**config.mk**
```make
export PLATFORM = sky130hd
export DESIGN_NAME = prt_controller
export DESIGN_NICKNAME = d
export VERILOG_FILES = /design/src/rtl/prt_pkg.sv /design/src/rtl/prt_controller.sv
export SDC_FILE = /design/constraint.sdc
export NUM_CORES = 1
export LEC_CHECK = 0
export ABC_AREA = 1
export BUFFER_PORTS_ARGS = -buffer_cell sky130_fd_sc_hd__buf_2
export CORE_AREA = 2 2 39 41
export DETAILED_ROUTE_END_ITERATION = 8
export DIE_AREA = 0 0 41 43
export GPL_TIMING_DRIVEN = 1
export PLACE_DENSITY_LB_ADDON = 0.05
export SLEW_MARGIN = 5
export SYNTH_ARGS = -nofsm -noshare
export SYNTH_HDL_FRONTEND = slang
export SYNTH_SLANG_ARGS = --single-unit
```
**constraint.sdc**
```tcl
create_clock -name clock -period 2.2 [get_ports clock]
set_clock_uncertainty 0.1 [all_clocks]
set_input_delay 0.44 -clock clock [delete_from_list [all_inputs] [get_ports clock]]
set_output_delay 0.44 -clock clock [all_outputs]
set_load 0.005 [all_outputs]
```
**src/rtl/prt_pkg.sv**
```systemverilog
// Shared types, field widths, operation codes and register indexes for the
// page reference table. Used by every module of the block; depends on nothing.
package prt_pkg;

   // Field widths of the request and response beats.
   localparam int OP_W         = 3;
   localparam int ADDR_W       = 20;
   localparam int PNUM_W       = 17;
   localparam int TS_W         = 32;
   localparam int PAGE_W       = ADDR_W;
   localparam int RSP_TIME_W   = 32;

   // Request beat layout, lowest bits first.
   localparam int REQ_OP_LSB   = 0;
   localparam int REQ_ADDR_LSB = REQ_OP_LSB + OP_W;
   localparam int REQ_PNUM_LSB = REQ_ADDR_LSB + ADDR_W;
   localparam int REQ_TS_LSB   = REQ_PNUM_LSB + PNUM_W;
   localparam int REQ_DATA_W   = REQ_TS_LSB + TS_W;

   // Response beat: status, was_valid, reference_bit, last_access_time.
   localparam int RSP_FIELDS_W = 3 + RSP_TIME_W;
   localparam int RSP_DATA_W   = ((RSP_FIELDS_W + 7) / 8) * 8;

   // Configuration registers.
   localparam int PAGE_SIZE_W  = 17;
   localparam int FIRST_PAGE_W = 16;
   localparam int MEM_LOC_W    = 21;
   localparam int CSR_INDEX_W  = 2;
   localparam int CSR_DATA_W   = MEM_LOC_W;

   localparam logic [PAGE_SIZE_W-1:0]  PAGE_SIZE_RST  = PAGE_SIZE_W'(1);
   localparam logic [FIRST_PAGE_W-1:0] FIRST_PAGE_RST = '0;
   localparam logic [MEM_LOC_W-1:0]    MEM_LOC_RST    = MEM_LOC_W'(1024);

   localparam logic [CSR_INDEX_W-1:0] CSR_PAGE_SIZE  = 2'd0;
   localparam logic [CSR_INDEX_W-1:0] CSR_FIRST_PAGE = 2'd1;
   localparam logic [CSR_INDEX_W-1:0] CSR_MEM_LOCS   = 2'd2;

   // Operation codes.
   localparam logic [OP_W-1:0] OP_ACCESS    = 3'd0;
   localparam logic [OP_W-1:0] OP_SWAP_OUT  = 3'd1;
   localparam logic [OP_W-1:0] OP_READ_TIME = 3'd2;
   localparam logic [OP_W-1:0] OP_TEST_CLR  = 3'd3;
   localparam logic [OP_W-1:0] OP_PREPAGE   = 3'd4;

   // Divider step counter.
   localparam int DIV_CNT_W = $clog2(ADDR_W);

   // Defaults of the top-level parameters.
   localparam int MAX_PAGES_DEF  = 1024;
   localparam int TIME_WIDTH_DEF = 32;

   // Commands from the controller to the datapath.
   typedef struct packed {
      logic load;
      logic div_start;
      logic locate;
      logic lookup;
      logic commit;
      logic clear_step;
   } prt_cmd_type;

   // Status from the datapath to the controller.
   typedef struct packed {
      logic need_div;
      logic div_done;
      logic clear_last;
      logic out_free;
   } prt_status_type;

endpackage

```
**src/rtl/prt_controller.sv**
```systemverilog
// Sequencer of the page reference table: clearing pass, divide, bounds check,
// lookup and write-back. Depends on prt_pkg for the command and status types.
module prt_controller (
   input  logic                    clock,
   input  logic                    reset,
   input  logic                    req_tvalid,
   output logic                    req_tready,
   input  prt_pkg::prt_status_type status,
   output prt_pkg::prt_cmd_type    cmd
);
   import prt_pkg::*;

   localparam logic [2:0] ST_CLEAR   = 3'd0;
   localparam logic [2:0] ST_IDLE    = 3'd1;
   localparam logic [2:0] ST_START   = 3'd2;
   localparam logic [2:0] ST_DIVIDE  = 3'd3;
   localparam logic [2:0] ST_LOCATE  = 3'd4;
   localparam logic [2:0] ST_LOOKUP  = 3'd5;
   localparam logic [2:0] ST_RESPOND = 3'd6;

   logic [2:0] state_ff, state_in;

   // Next state and commands.
   always_comb begin
      state_in = state_ff;
      cmd      = '0;
      unique case (state_ff)
         ST_CLEAR: begin
            cmd.clear_step = 1'b1;
            if (status.clear_last) begin
               state_in = ST_IDLE;
            end
         end
         ST_IDLE: begin
            if (req_tvalid) begin
               cmd.load = 1'b1;
               state_in = ST_START;
            end
         end
         ST_START: begin
            if (status.need_div) begin
               cmd.div_start = 1'b1;
               state_in      = ST_DIVIDE;
            end else begin
               state_in = ST_LOCATE;
            end
         end
         ST_DIVIDE: begin
            if (status.div_done) begin
               state_in = ST_LOCATE;
            end
         end
         ST_LOCATE: begin
            cmd.locate = 1'b1;
            state_in   = ST_LOOKUP;
         end
         ST_LOOKUP: begin
            cmd.lookup = 1'b1;
            state_in   = ST_RESPOND;
         end
         ST_RESPOND: begin
            // Write back and load the response once the output slot is free.
            if (status.out_free) begin
               cmd.commit = 1'b1;
               state_in   = ST_IDLE;
            end
         end
         default: begin
            state_in = ST_IDLE;
         end
      endcase
   end

   always_ff @(posedge clock) begin
      if (reset) begin
         state_ff <= ST_CLEAR;
      end else begin
         state_ff <= state_in;
      end
   end

   assign req_tready = state_ff == ST_IDLE;

endmodule

```
# == After elaboration in Yosys (flattened, before gate mapping) ==
# Index checks and enable logic that the tools add are counted.
# word_totals
ram_bits,0
regBits,3
input_bits,7
memories,0
elab_cells,28
mem_bits_ro,0
latch_bits,0
output_inout_bits,7
# op_classes
n_lt_le_gt_ge,0
n_mul,0
n_shift,0
add_sub_neg,0
div,0
eq_ne,10
bitwise,0
mux,15
reduce_logical,2
# op_table
op,count
3-bit case mux with 7 select lines,1
3-bit 2-to-1 mux,5
"3-bit equality test, second input constant",3
1-bit 2-to-1 mux,9
"2-bit != test, second input constant",4
"3-bit by 2-bit equality test with 1-bit output, second input constant",2
4-bit AND reduction,1
"3-bit by 1-bit equality test with 1-bit output, second input constant",1
3-bit logical NOT,1

# == Depth between registers and ports, before layout ==
# logic_depth
word_depth,3
ltp_mapped,9
ltp_nobuf,8

# == Worst setup path after synthesis ==
# Ideal clock, no wire load.
# synth_path
path_type,register to output
start,reg state_ff[2]
end,out cmd[1] (netlist bit)
setup_slack_ps,881
required_time_ps,1660
path_stages_with_launch,3
arrival_time_ps,779
n_path_buf,0
cell_sequence,dfxtp_1 -> inv_2 -> nor4_1
# synth_rtl
item,line_no,text
"start, declared",prt_controller.sv:21,"logic [2:0] state_ff, state_in;"
"start signal, assigned",prt_controller.sv:78,state_ff <= state_in;
"end, declared",prt_controller.sv:9,output prt_pkg::prt_cmd_type cmd

==> impl_metrics.tcl <==
set metrics [dict create \
    power_density_nw_per_um2 1500 \
    routed_wl_um 786 \
    timing.rr.end "state_ff[0]" \
    cp-end-kind "output pin" \
    firstDrtPassIters 4 \
    cts_resized 0 \
    drcViolationCount 0 \
    period_share 0.794 \
    r2r.worst_path.cells 8 \
    arrival_ns 1.21 \
    grt_pass1_wl_mm 1.34 \
    worstPathRequired_ns 1.66 \
    drive_gt1_frac 0.347 \
    syn_area_um2 339 \
    layout.cells.most_common "nand2_1" \
    port_buffers 13 \
    antenna_cells 0 \
    postSynthAreaPerCell_um2 5.65 \
    clkPwrFrac 0.148 \
    htree_levels 1 \
    grt_use_total 0.109 \
    p_leak_nw 0.283 \
    detail-route-antenna-nets 0 \
    critPathKind "flip-flop to output pin" \
    cts_hold_buffers 0 \
    min_path_cells 4 \
    finish.instance_area_um2 428 \
    final_util 0.309 \
    cts_setup_buffers 0 \
    finalHoldViolCount 0 \
    worstHoldStart "reset" \
    root_buffer "clkbuf_4" \
    yosysWarningCount 0 \
    combPwrFrac 0.631 \
    rsz0062_at_grt "no" \
    row_count 14 \
    max_freq_mhz 572 \
    cts_tree "built" \
    clockBufferDepth 2 \
    die-area_um2 1760 \
    clock-sinks 3 \
    vdd_drop_max_mv 0.385 \
    fin_tns_setup_ns 0 \
    routed-wl-met2_um 385 \
    synth_seq_cells 3 \
    io_pins 14 \
    p_sw_frac 0.512 \
    start_kind "flip-flop" \
    tightest_slew_ns 0.316 \
    maxCapViolations 0 \
    max_flop_register "state_ff" \
    wire_per_inst_um 8.64 \
    fin_crit_ns 1.75 \
    final_cell_mix "nand2_1 (14), nor2_1 (13), buf_2 (13), inv_1 (11)" \
    biggestRegsByFlops "state_ff: 3 flops" \
    core_area_um2 1380 \
    p_sw_w 0.000329 \
    hold_class "input pin to flip-flop" \
    grt_max_degree 9 \
    path_cells "inv_2, nor4_1, buf_2" \
    slowest_stage "dfxtp_1" \
    hpwl_um 642 \
    synth_fp_nets 68 \
    hold-path-endpoint "state_ff[1]" \
    antenna_found_initial 0 \
    met1_length_um 378 \
    intPower_w 0.000314 \
    clk_pin_slew_ns 0.04 \
    path_delay_family "flip-flops" \
    cts_buffers 3 \
    insertion_delay_ns 0.23 \
    largest_reg_flops 3 \
    synth.distinct_cells 15 \
    dpl_cell_area_um2 402 \
    holdWs_ns 0.372 \
    reg2reg_slack_ns 0.70 \
    slowest_delay_ns 0.47 \
    drv_slew 0 \
    crit_buf_inv 2 \
    p_seq_frac 0.220 \
    syn-instance-count 60 \
    initial_utilization 0.245 \
    grt_overflow_total 0 \
    die_x_um 41 \
    outcome "completed" \
    vias 357 \
    reg2reg_from "state_ff[1]" \
    drt-vias-per-instance 3.92 \
    setup_viol 0 \
    highest_layer "met3" \
    globalplace.congestion 0.732 \
    drt_iter0_markers 2 \
    synth-seq-area-share 0.177 \
    critical_path.max_fanout 8 \
    maxSlewHeadroom 0.789 \
    grt_pass1_vias 322 \
    num-fill-cells 162 \
    route.met3.wl_um 22 \
    areaGrowthSynthToFinish_pct 26.2 \
    die_y_um 43 \
    nNetsFinal 84 \
]
synthesized netlist by cell type:
cell,number,area share
nand4_1,2,0.037
buf_6,2,0.066
nor4_1,1,0.018
ha_1,1,0.037
nor2_4,1,0.033
nand3_1,2,0.030
nor2_2,1,0.018
inv_2,3,0.033
nand3_2,2,0.059
nor3_1,1,0.015
nand2_1,14,0.15
inv_1,11,0.12
nand2_2,3,0.055
nor2_1,13,0.14
dfxtp_1,3,0.18
routing by layer:
metal / track usage / up-vias
met5: 0 / -
met4: 0.0400 / 0
met3: 0.0157 / 0
met2: 0.159 / 6
met1: 0.157 / 145
li1: - / 206
power groups by stage:
stage / Sequential (W) / Combinational (W) / Clock, W
global placement: 0.000142 / 0.000422 / 0
CTS: 0.000143 / 0.000417 / 0.0000992
floorplan: 0.000103 / 0.000373 / 0
finish: 0.000142 / 0.000406 / 0.0000951
global route: 0.000150 / 0.000474 / 0.000103
detailed placement: 0.000144 / 0.000414 / 0
kinds of logic (layout without fill, tap and decap cells):
logic type                 Yosys count  after routing  synth area share
adders and majority gates            1              1            0.0369
and+or+nand+nor                     40             40             0.565
DFF                                  3              3             0.177
buffers and inverters               16             31             0.221
final cells by class:
class,instances,area (µm²),share of cell area
clock buffers,4,26.3,0.0614
inverters,14,52.6,0.123
repair buffers,13,65.1,0.152
multi-input cells,41,204,0.477
well taps,16,20.0,0.0468
flip-flops and latches,3,60.1,0.140
per-stage QoR:
step,instances,total power [W],setup WS [ns]
final,91,0.000642,0.453
after floorplan,60,0.000476,0.881
after CTS,91,0.000659,0.443
after global routing,91,0.000727,0.306
after detailed placement,87,0.000558,0.692
after global placement,87,0.000564,0.707
worst register-to-register path, delay by kind of cell (launching register included):
family / cells / cell delay, ns
fa+ha+maj: 1 / 0.32
simple gates: 5 / 0.35
flops: 1 / 0.47
buf+inv: 2 / 0.14
how the worst max path moves through the flow:
stage | startpoint | endpoint | slack [ns] | cells past startpoint
after floorplan | state_ff[2] | cmd[1] | 0.88 | 2
after global placement | state_ff[2] | cmd[1] | 0.71 | 3
after detailed placement | state_ff[1] | state_ff[0] | 0.69 | 8
after CTS | state_ff[1] | cmd[1] | 0.44 | 3
after global routing | state_ff[2] | cmd[1] | 0.31 | 3
final | state_ff[1] | cmd[1] | 0.45 | 3
(Power assumes the default switching activity.)
